$ cat src/hw/rtl/qgsv_pkg.sv
// ----------------------------------------------------------------------------
// qgsv_pkg
// Shared constants, register indexes and the command/status bundles that
// join the controller and the datapath of the state vector gate block.
// ----------------------------------------------------------------------------
package qgsv_pkg;

    localparam int MAX_QUBITS = 11;
    localparam int AMP_WIDTH  = 16;
    localparam int FRAC_BITS  = 14;
    localparam int IDX_W      = MAX_QUBITS;
    localparam int DEPTH      = 1 << MAX_QUBITS;
    localparam int ENTRY_W    = 2 * AMP_WIDTH;
    localparam int PROD_W     = 2 * AMP_WIDTH;
    localparam int SUM_W      = PROD_W + 2;
    localparam int CFG_W      = 32;
    localparam int CFG_IDX_W  = 3;
    localparam int QCNT_W     = 4;
    localparam int CTRLQ_W    = 5;

    // Control qubit value that selects a plain single-qubit gate.
    localparam logic [CTRLQ_W-1:0] CTRL_NONE = '1;

    localparam logic CMD_WRITE = 1'b0;
    localparam logic CMD_READ  = 1'b1;

    typedef enum logic [CFG_IDX_W-1:0] {
        CFG_GATE_00   = 3'd0,
        CFG_GATE_01   = 3'd1,
        CFG_GATE_10   = 3'd2,
        CFG_GATE_11   = 3'd3,
        CFG_CONTROL_Q = 3'd4,
        CFG_TARGET_Q  = 3'd5,
        CFG_QUBIT_CNT = 3'd6
    } t_cfg_idx;

    typedef struct packed {
        logic accept;    // take the input beat (write or read)
        logic mul_en;    // register the partial products
        logic sum_en;    // register the complex sums
        logic out_load;  // load the output register
    } t_dp_cmd;

    typedef struct packed {
        logic is_read;      // the offered beat is a read
        logic out_blocked;  // output register full and stalled
    } t_dp_stat;

endpackage

$ cat src/hw/rtl/qgsv_ctrl.sv
// ----------------------------------------------------------------------------
// qgsv_ctrl
// Sequencer for one read: memory read, products, sums, then output load.
// Writes complete in the accepting cycle.
// ----------------------------------------------------------------------------
module qgsv_ctrl
    import qgsv_pkg::*;
(
    input  logic     i_clk,
    input  logic     i_rst_n,
    input  logic     i_in_valid,
    input  t_dp_stat i_stat,
    output logic     o_in_stall,
    output t_dp_cmd  o_cmd
);

    typedef enum logic [3:0] {
        S_IDLE = 4'b0001,
        S_MUL  = 4'b0010,
        S_SUM  = 4'b0100,
        S_OUT  = 4'b1000
    } t_state;

    t_state r_state;
    t_state n_state;

    always_comb begin
        n_state        = r_state;
        o_cmd          = '0;
        o_in_stall     = 1'b1;
        unique case (r_state)
            S_IDLE: begin
                o_in_stall   = 1'b0;
                o_cmd.accept = i_in_valid;
                if (i_in_valid && i_stat.is_read) begin
                    n_state = S_MUL;
                end
            end
            S_MUL: begin
                o_cmd.mul_en = 1'b1;
                n_state      = S_SUM;
            end
            S_SUM: begin
                o_cmd.sum_en = 1'b1;
                n_state      = S_OUT;
            end
            S_OUT: begin
                if (!i_stat.out_blocked) begin
                    o_cmd.out_load = 1'b1;
                    n_state        = S_IDLE;
                end
            end
            default: begin
                n_state = S_IDLE;
            end
        endcase
    end

    always_ff @(posedge i_clk) begin
        if (!i_rst_n) begin
            r_state <= S_IDLE;
        end else begin
            r_state <= n_state;
        end
    end

endmodule

$ cat config.mk
export PLATFORM = sky130hd
export DESIGN_NAME = qgsv_ctrl
export DESIGN_NICKNAME = d
export VERILOG_FILES = /design/src/hw/rtl/qgsv_pkg.sv /design/src/hw/rtl/qgsv_ctrl.sv
export SDC_FILE = /design/constraint.sdc
export NUM_CORES = 1
export LEC_CHECK = 0
export ABC_AREA = 1
export BUFFER_PORTS_ARGS = -buffer_cell sky130_fd_sc_hd__buf_2
export CORE_AREA = 2 2 39 41
export DETAILED_ROUTE_END_ITERATION = 10
export DIE_AREA = 0 0 41 43
export GPL_TIMING_DRIVEN = 0
export PLACE_DENSITY = 0.41
export SYNTH_ARGS = -nofsm -noshare
export SYNTH_HDL_FRONTEND = slang
export SYNTH_SLANG_ARGS = --single-unit
$ cat constraint.sdc
create_clock -name i_clk -period 1.4 [get_ports i_clk]
set_clock_uncertainty 0.2 [all_clocks]
set_input_delay 0.07 -clock i_clk [delete_from_list [all_inputs] [get_ports i_clk]]
set_output_delay 0.07 -clock i_clk [all_outputs]
set_load 0.05 [all_outputs]
Yosys cells after proc, flatten, opt, wreduce, memory -nomap -nowiden --
Cells that the tools add are included.
Word-level totals: flip-flop bits (word level) 4, input bits 5
Operators by class: equality and inequality tests 6, multiplexer cells 9, reduce and logical (&&, ||, !) cells 2
Operators by type and width (number):
- 4-bit case mux with 4 select lines | 1
- 4-bit 2-to-1 mux | 2
- 1-bit 2-to-1 mux | 6
- 4-bit by 1-bit equality test with 1-bit output, second input constant | 1
- 4-bit by 2-bit equality test with 1-bit output, second input constant | 1
- 4-bit by 3-bit equality test with 1-bit output, second input constant | 1
- 4-bit equality test, second input constant | 1
- 2-bit inequality test, second input constant | 2
- 2-bit AND reduction | 1
- 1-bit logical AND | 1

Logic depth before layout (Yosys ltp) --
Gate-level depths: netlist of the first run.
depth in word-level cells 3, depth in mapped cells 7, depth with buffers taken out 7

Worst setup path before layout of the first run --
Ideal clock, no wire load.
path kind register to output, start register r_state[0], end output port o_cmd[3] (netlist name), required time 1.130 ns, arrival 1.412 ns, path buffers 0, cell stages (with the launch flop) 5, setup slack -0.282 ns, cells stage by stage dfxtp_1 inv_1 nor2_2 nand2_2 nor2_1
RTL lines:
- start, declared | RTL line qgsv_ctrl.sv:24 | t_state r_state;
- start signal, assigned | RTL line qgsv_ctrl.sv:63 | r_state <= n_state;
- end, declared | RTL line qgsv_ctrl.sv:14 | output t_dp_cmd o_cmd

==> impl_metrics.csv, run 1 <==
group,metric,value,unit
critical_path,crit_path_start,"r_state[3]",
synth,synthSimpleGateAreaFrac,0.4712,
synth,synth_area,239.0,sq um
final_layout,reg_top3,"r_state: 4 flops",
synth,synth_top_family_by_area,"simple AND/OR/NAND/NOR gates",
placed_design,placed_area,309.0,sq um
route,wl_per_cell,6.943,um
placed_design,port_buffers,9,
synth,synth_top_area_frac,0.3351,
global_routing,grt_max_degree,5,
route,first_pass_iters,1,
global_routing,antenna_found_initial,0,
timing,hold_viol,0,
critical_path,start_kind,"flop",
global_routing,grt_pass1_wl,772,um
route,drt_iter0_drc,0,
final_layout,multi_input_area,132.6,sq um
clocking,htree_levels,1,
worst_hold_path,hold_class,"in -> reg",
timing,setup_viol,0,
placed_design,hpwl,372.4,um
clocking,cts_tree,"done",
synth,yosysTopAreaCell,"dfxtp_1",
clocking,insertion_delay,230,ps
floorplanning,fp-row-count,14,
critical_path,required,1130,ps
critical_path,cp_top_family,"flip-flops",
final_layout,drive_gt1_frac,0.5185,
synth,synth_nets,44,
critical_path,arrival,1060,ps
global_routing,grt_pass1_vias,220,
placed_design,place_congestion,0.5987,
timing,max_slew.worst_pin.slew,247.9,ps
clocking,cts.sinks,4,
critical_path,worst_path_max_delay_cell,"dfxtp_2",
floorplanning,die_w,41,um
synth,synthDistinctLibCells,11,
timing,fin_crit_sh,0.9518,
critical_path,critPathBufInv,2,
final_layout,largest_reg_flops,4,
floorplanning,core,1384,sq um
synth,synth_cells,39,
route,vias,251,
route,wl,486,um
final_layout,antennaDiodeCount,0,
synth,synth-xor-area-share,0,
critical_path,endpoint,"o_cmd[0]",
global_routing,grt-ovfl-total,0,
synth,yosys_register_bits,4,
synth,synthMuxAreaShare,0,
route,viasPerCell,3.586,
critical_path,crit_top_cell,"nor2_2",
final_layout,largest_register,"r_state",
pwr,power.total,569.6,uW
synth,ys_seq_area_frac,0.3351,
final_layout,nets,61,
floorplanning,io_pins,10,
timing,rsz0062_at_grt,"yes",
floorplanning,dieArea,1763,sq um
run_status,status,"complete, no violations",
final_layout,fillers,150,
timing,post-route-min-period,1332,ps
final_layout,area_growth,66.49,%
critical_path,r2r_slack,220,ps
critical_path,timing.rr.end,"r_state[0]",
synth,yosys_warnings,0,
critical_path,criticalPathCategory,"reg -> out",
timing,fmax,750.5,MHz
critical_path,cpPeakStageDelay,350,ps
critical_path,crit_chain,"inv_1 > nor2_2 > nand2_1 > nor2_2 > buf_6",
synth,avgSynthCellArea,6.128,sq um
route,drc,0,
final_layout,final_area,397.9,sq um
timing,slew_violations,0,
run,drv_cap,0,
pwr,ir_drop,0.4932,mV
clocking,root_buffer,"clkbuf_4",
clocking,clock_path_buffers,2,
critical_path,r2r_cells,8,
timing,slew_headroom,0.8359,
clocking,clkTransAtPathRegs,40,ps
synth,synth_compound_area_frac,0.02094,
critical_path,crit_fanout,3,
critical_path,reg2reg_from,"r_state[0]",
final_layout,regArea,83.83,sq um
clocking,cts_made_buffers,3,
synth,synthTopCellsByArea,"dfxtp_1 (34%), inv_1 (16%), nand2_1 (13%), nor2_1 (11%), nor2_2 (7.9%)",
critical_path,crit_cells,5,
pwr,power_density,1432,nW/um^2
critical_path,cp-end-kind,"output pin",
floorplanning,start_util,0.1727,
route,ant_nets,0,
floorplanning,fp.dieH,43,um
synth,yosys.area_share.adder,0,
global_routing,grt_usage,0.06633,
pwr,p_leak,0.0002215,uW
-- cells by family after synthesis --
| family | after synthesis |
|---|---|
| compound gates | 1 |
| buf+inv | 11 |
| simple gates | 23 |
| flops | 4 |
-- layout by cell type (no fill, tap or decap) --
cell type      Yosys  routed
buf_6              0       4
nand3_2            1       1
inv_1             10      10
dlygate4sd3_1      0       2
clkbuf_4           0       3
dfxtp_1            4       1
nand2_2            2       3
nor2_4             0       1
nand2_1            8       7
dfxtp_2            0       3
nand3_1            1       1
buf_2              0       5
a21oi_1            1       1
buf_4              0       1
nor2_1             7       4
nor2_2             3       5
inv_2              1       1
nor3_2             1       1
-- where the power goes --
part / total, uW / leakage, uW / internal, uW / switching [uW]
Clock: 136 / 0.0000138 / 95.4 / 40.4
Combinational: 282 / 0.000174 / 97.4 / 185
Sequential: 151 / 0.0000334 / 135 / 16.7
-- worst reg2reg max path: cells and delay by family (launching register included) --
| kind | cells | cell delay [ps] |
|---|---|---|
| flops | 1 | 340 |
| buf+inv | 3 | 240 |
| simple gates | 5 | 300 |
-- final cells by class --
cell class / instances / share of cell area
Tap cell: 16 / 0.05031
Clock buffer: 3 / 0.05660
Sequential cell: 4 / 0.2107
Multi-Input combinational cell: 24 / 0.3333
Inverter: 11 / 0.1038
Timing Repair Buffer: 12 / 0.2453
-- routing by layer --
metal	up-vias	global-route usage	part of all wire
met4	0	0.04000	0
met1	104	0.08387	0.48
met5	-	0	0
li1	142	-	-
met3	0	0.03141	0.060
met2	5	0.08750	0.46
-- cell usage after synthesis --
cell type,count
nand3_2,1
dfxtp_1,4
nand2_1,8
nor3_2,1
a21oi_1,1
nand3_1,1
nor2_2,3
inv_2,1
nor2_1,7
nand2_2,2
inv_1,10
-- per-stage QoR --
stage,setup TNS (ps),setup WS [ps],instances,util,hold slack [ps]
final,0,67.50,70,0.2875,46.52
after detailed placement,0,181.5,64,0.2233,149.5
after floorplan,-54.57,-54.57,39,-,16.70
after global routing,-20.98,-19.93,70,0.2875,89.88
after global placement,0,160.3,64,0.2233,152.7
after CTS,0,23.04,69,0.2667,52.57
-- worst min path at each step --
stage	start	end	slack (ps)	cells past startpoint
after detailed placement	i_rst_n	r_state[0]	150	4
after CTS	i_stat[1]	r_state[0]	50	6
after floorplan	i_rst_n	r_state[0]	20	3
final	i_stat[1]	r_state[0]	50	6
after global routing	i_stat[1]	r_state[0]	90	6
after global placement	i_rst_n	r_state[0]	150	4
-- repair_timing --
| item | in CTS | in global routing |
|---|---|---|
| pin swaps | 0 | 1 |
| endpoints found under the setup margin | 4 | 4 |
| cloned | 0 | 0 |
| setup buffers | 0 | 1 |
| endpoints found under the hold margin | 4 | 0 |
| hold buffers | 2 | 0 |
| gates resized for setup | 7 | 7 |
Note: power is estimated with default switching activity, not from simulation.
==> run 2, diff against run 1 <==
--- a/config.mk
+++ b/config.mk
@@ -6,12 +6,14 @@
 export NUM_CORES = 1
 export LEC_CHECK = 0
 export ABC_AREA = 1
+export ABC_CLOCK_PERIOD_IN_PS = 1400
 export BUFFER_PORTS_ARGS = -buffer_cell sky130_fd_sc_hd__buf_2
 export CORE_AREA = 2 2 39 41
 export DETAILED_ROUTE_END_ITERATION = 10
 export DIE_AREA = 0 0 41 43
 export GPL_TIMING_DRIVEN = 0
 export PLACE_DENSITY = 0.41
+export RECOVER_POWER = 100
 export SYNTH_ARGS = -nofsm -noshare
 export SYNTH_HDL_FRONTEND = slang
 export SYNTH_SLANG_ARGS = --single-unit
==> run 2 against run 1 <==
  * Register-to-register slack hardly changed
  * Largest cell class unchanged
  * Critical path type unchanged
  * Sequential share of layout area grew 0.067 points
  * Wire length unchanged
==> impl_metrics.csv, run 2 (synthesis gave the netlist of run 1 again) <==
group,metric,value,unit
route,wl_per_cell,6.943,um
timing,setup_viol,0,
critical_path,crit_fanout,3,
global_routing,grt-ovfl-total,0,
timing,fin_crit_sh,0.9518,
floorplanning,dieArea,1763,sq um
final_layout,reg_top3,"r_state: 4 flops",
timing,max_slew.worst_pin.slew,247.9,ps
final_layout,final_cells,70,
final_layout,final_cell_mix,"inv_1 (10), nand2_1 (7), nor2_2 (5)",
critical_path,arrival,1060,ps
timing,worst_slack,67.50,ps
clocking,htree_levels,1,
floorplanning,core,1384,sq um
global_routing,grt_usage,0.06633,
floorplanning,fp.dieH,43,um
timing,post-route-min-period,1332,ps
final_layout,area_growth,65.97,%
route,wl,486,um
critical_path,criticalPathCategory,"reg -> out",
timing,slew_violations,0,
clocking,clock_path_buffers,2,
global_routing,antenna_found_initial,0,
critical_path,start_kind,"flop",
final_layout,largest_reg_flops,4,
placed_design,placed_area,309.0,sq um
timing,hold_viol,0,
placed_design,dp.cells,64,
critical_path,required,1130,ps
run_status,status,"complete, no violations",
run,drv_cap,0,
final_layout,final_common_cell,"inv_1",
pwr,ir_drop,0.4932,mV
pwr,power_density,1435,nW/um^2
placed_design,place_congestion,0.5987,
final_layout,drive_gt1_frac,0.5000,
clocking,clkTransAtPathRegs,40,ps
clocking,cts_made_buffers,3,
floorplanning,die_w,41,um
global_routing,grt_max_degree,5,
final_layout,fin_util,0.2866,
worst_hold_path,hold_class,"in -> reg",
critical_path,worst_path_max_delay_cell,"dfxtp_2",
final_layout,nets,61,
route,ant_nets,0,
placed_design,hpwl,372.4,um
placed_design,pre_cts_slack,181.5,ps
critical_path,crit_top_cell,"nor2_2",
critical_path,cpPeakStageDelay,350,ps
route,viasPerCell,3.586,
route,first_pass_iters,1,
critical_path,cp-end-kind,"output pin",
pwr,p_leak,0.0002188,uW
route,vias,251,
route,drc,0,
global_routing,grt_pass1_vias,220,
clocking,insertion_delay,230,ps
timing,slew_headroom,0.8359,
floorplanning,fp-row-count,14,
clocking,cts_tree,"done",
global_routing,grt_pass1_wl,772,um
timing,rsz0062_at_grt,"yes",
critical_path,r2r_cells,8,
placed_design,port_buffers,9,
floorplanning,io_pins,10,
worst_hold_path,holdPathStages,6,
final_layout,antennaDiodeCount,0,
timing,fmax,750.5,MHz
clocking,root_buffer,"clkbuf_4",
route,drt_iter0_drc,0,
final_layout,fillers,151,
floorplanning,start_util,0.1727,
final_layout,final_area,396.6,sq um
timing,setup_tns,0,ps
clocking,cts.sinks,4,
critical_path,crit_chain,"inv_1 > nor2_2 > nand2_1 > nor2_2 > buf_6",
final_layout,largest_register,"r_state",
==> run 2: per-layer routing <==
layer	share of wire	global-route usage
met5	0	0
met4	0	0.04000
met3	0.060	0.03141
met2	0.46	0.08750
met1	0.48	0.08387
==> run 2: timing repair <==
action | CTS | global route
hold buffers | 2 | 0
gates resized for setup | 7 | 7
pin swaps | 0 | 1
endpoints found under the hold margin | 4 | 0
endpoints found under the setup margin | 4 | 4
buffers inserted | 0 | 1
==> run 2: critical path, delay by kind of cell, from the launching register on <==
kind                   cells  cell delay [ps]
buffers and inverters      2              210
AND/OR/NAND/NOR            3              270
flip-flops                 1              350
==> run 2: final cells by class <==
class,instances,area (sq um),share of cell area
repair buffers,12,96.34,0.2429
multi-input cells,24,132.6,0.3344
inverters,11,41.29,0.1041
flip-flops and latches,4,83.83,0.2114
well taps,16,20.02,0.05047
clock buffers,3,22.52,0.05678
==> run 2: path summary, 6_finish.rpt <==
| path | start | endpoint | slack, ps |
|---|---|---|---|
| hold / removal | i_stat[1] | r_state[0] | 50 |
| hold reg to reg | r_state[0] | r_state[2] | 340 |
| setup reg to reg | r_state[0] | r_state[0] | 220 |
| setup / recovery | r_state[3] | o_cmd[0] | 70 |
==> run 2: power breakdown <==
group | switching (uW) | internal [uW] | total (uW)
combinational | 185 | 97.0 | 282
sequential | 16.7 | 135 | 151
clock | 40.4 | 95.4 | 136
==> run 2: stage by stage <==
stage               power (uW)  hold slack (ps)
floorplan                343.0            16.70
global placement         388.7            152.7
detailed placement       388.3            149.5
CTS                      553.5            52.57
global route             608.4            91.23
finish                   569.3            48.02
==> run 3, diff against run 2 <==
--- a/config.mk
+++ b/config.mk
@@ -5,14 +5,13 @@
 export SDC_FILE = /design/constraint.sdc
 export NUM_CORES = 1
 export LEC_CHECK = 0
-export ABC_AREA = 1
 export ABC_CLOCK_PERIOD_IN_PS = 1400
 export BUFFER_PORTS_ARGS = -buffer_cell sky130_fd_sc_hd__buf_2
 export CORE_AREA = 2 2 39 41
 export DETAILED_ROUTE_END_ITERATION = 10
 export DIE_AREA = 0 0 41 43
 export GPL_TIMING_DRIVEN = 0
-export PLACE_DENSITY = 0.41
+export PLACE_DENSITY = 0.4
 export RECOVER_POWER = 100
 export SYNTH_ARGS = -nofsm -noshare
 export SYNTH_HDL_FRONTEND = slang
==> run 3 against run 2 <==
  * The run now ends with hold timing, setup timing left
  * Clock power grew 4%
  * Global-route usage grew 0.70 points
  * Fmax shrank 8.9%
  * Register-to-register slack lost 140 ps
  * Sequential power shrank 19%
  * Cell area grew 11%
  * Sequential cell count is the same
  * Via count shrank 15%
  * Sequential share of layout area shrank 1.2 points
  * Die area is the same
  * Critical endpoint unchanged
  * Highest routed layer unchanged
==> impl_metrics.csv, run 3 <==
group,metric,value,unit
synth,synth_nets,28,
timing,slew_headroom,0.8064,
floorplanning,core,1384,sq um
timing,hold_slack,-32.92,ps
clocking,insertion_delay,230,ps
floorplanning,io_pins,10,
timing,max_slew.worst_pin.slew,290.3,ps
synth,synth_top_area_frac,0.3596,
global_routing,grt_max_degree,7,
timing,rsz0062_at_grt,"yes",
synth,yosys_register_bits,4,
final_layout,final_cells,56,
timing,worst_slack,-62.20,ps
critical_path,crit_fanout,4,
critical_path,cp-end-kind,"output pin",
synth,yosys_warnings,0,
synth,synth_ff_type,"dfxtp_1",
final_layout,final_cell_mix,"buf_2 (4), buf_6 (4), clkbuf_4 (3), dlygate4sd3_1 (3), dfxtp_2 (3)",
run_status,status,"complete, but fails checks",
clocking,cts_tree,"done",
route,vias,214,
pwr,power_density,744.4,nW/um^2
critical_path,start_kind,"flop",
placed_design,dp.cells,48,
clocking,postCtsHoldBufs,3,
pwr,ir_drop,0.3049,mV
clocking,cts_made_buffers,3,
run_status,violations,"hold timing, setup timing",
final_layout,nets,47,
placed_design,placed_area,332.8,sq um
worst_hold_path,holdPathStages,3,
floorplanning,start_util,0.1609,
synth,synthDistinctLibCells,13,
pwr,power.total,327.8,uW
global_routing,grt-ovfl-total,0,
placed_design,hpwl,412.5,um
floorplanning,dieArea,1763,sq um
global_routing,grt_usage,0.07329,
synth,yosysTopAreaCell,"dfxtp_1",
timing,fin_crit_sh,1.044,
synth,synth_common_cells,"dfxtp_1 (4), nor2_1 (4)",
clocking,clock_path_buffers,2,
route,wl,527,um
clocking,cts.sinks,4,
final_layout,drive_gt1_frac,0.6750,
final_layout,antennaDiodeCount,0,
floorplanning,fp.dieH,43,um
synth,ys_seq_area_frac,0.3596,
timing,hold_viol,1,
critical_path,required,1130,ps
synth,avgSynthCellArea,9.683,sq um
final_layout,reg_top3,"r_state: 4 flops",
final_layout,area_growth,97.75,%
placed_design,port_buffers,9,
pwr,p_leak,0.0001914,uW
clocking,htree_levels,1,
global_routing,grt_pass1_wl,814,um
route,drt_iter0_drc,0,
floorplanning,fp-row-count,14,
synth,synth_cells,23,
route,ant_nets,0,
synth,synth_area,222.7,sq um
route,drc,0,
timing,setup_viol,3,
critical_path,criticalPathCategory,"reg -> out",
floorplanning,die_w,41,um
worst_hold_path,hold_class,"in -> reg",
route,wl_per_cell,9.411,um
clocking,root_buffer,"clkbuf_4",
placed_design,place_congestion,0.7106,
timing,slew_violations,0,
final_layout,largest_register,"r_state",
final_layout,largest_reg_flops,4,
route,viasPerCell,3.821,
timing,fmax,683.9,MHz
global_routing,antenna_found_initial,0,
synth,synthTopCellsByArea,"dfxtp_1 (36%), a2111oi_4 (12%), nand3b_4 (9.0%), nor2_1 (6.7%), a31oi_2 (5.6%)",
timing,post-route-min-period,1462,ps
synth,async_flop_share,0,
final_layout,fin_util,0.3183,
final_layout,final_area,440.4,sq um
critical_path,r2r_cells,4,
synth,synth_edf_count,0,
global_routing,grt_pass1_vias,212,
clocking,clkTransAtPathRegs,30,ps
run,drv_cap,0,
route,first_pass_iters,1,
critical_path,arrival,1190,ps
-- run 3: cells by family after synthesis --
group | Yosys count | synth area share
and+or+nand+nor | 15 | 0.4270
DFF | 4 | 0.3596
AOI/OAI and AO/OA | 2 | 0.1798
buffers and inverters | 2 | 0.03372
-- run 3: final cells by class --
class | instances | area, sq um
clock buffers | 3 | 22.52
fillers | 145 | 943.4
inverters | 2 | 7.507
multi-input cells | 17 | 177.7
flip-flops and latches | 4 | 87.58
well taps | 16 | 20.02
repair buffers | 14 | 125.1
-- run 3: report_power, final --
part	internal (uW)	total [uW]	leakage (uW)	switching, uW
logic	28.4	64.0	0.000144	35.5
clock network	95.8	141	0.0000138	45.1
registers	116	123	0.0000339	6.93
total	240	328	0.000191	87.6
-- run 3: path summary, 6_finish.rpt --
| check | start | to | slack [ps] |
|---|---|---|---|
| worst max-delay path | r_state[3] | o_cmd[0] | -60 |
| worst min-delay path | i_stat[0] | r_state[3] | -30 |
| worst max register to register | r_state[3] | r_state[0] | 80 |
| worst min register to register | r_state[1] | r_state[3] | 340 |
-- run 3: layer usage --
metal  part of all wire  routed length (um)  global-route usage
met1               0.44                 230             0.08039
met2               0.52                 276             0.09375
met3              0.038                  20             0.03141
met4                  0                   0             0.08000
met5                  0                   0                   0
-- run 3: stage by stage --
step | TNS [ps] | worst slack [ps]
floorplan | -370.5 | -252.6
global route | -329.3 | -114.8
detailed placement | 0 | 30.72
finish | -67.39 | -62.20
global placement | 0 | 65.31
CTS | -143.7 | -81.94
-- run 3: repair_timing --
action | 4_1_cts | 5_1_grt
buffers inserted | 1 | 1
endpoints found under the setup margin | 5 | 5
pin swaps | 0 | 2
gates resized for setup | 9 | 4
hold endpoints to repair | 4 | 1
-- run 3: worst max-delay path, stage by stage (launching register included) --
cell and delay (ps):
dfxtp_4 360, or2b_1 260, nor4_4 150, buf_6 190
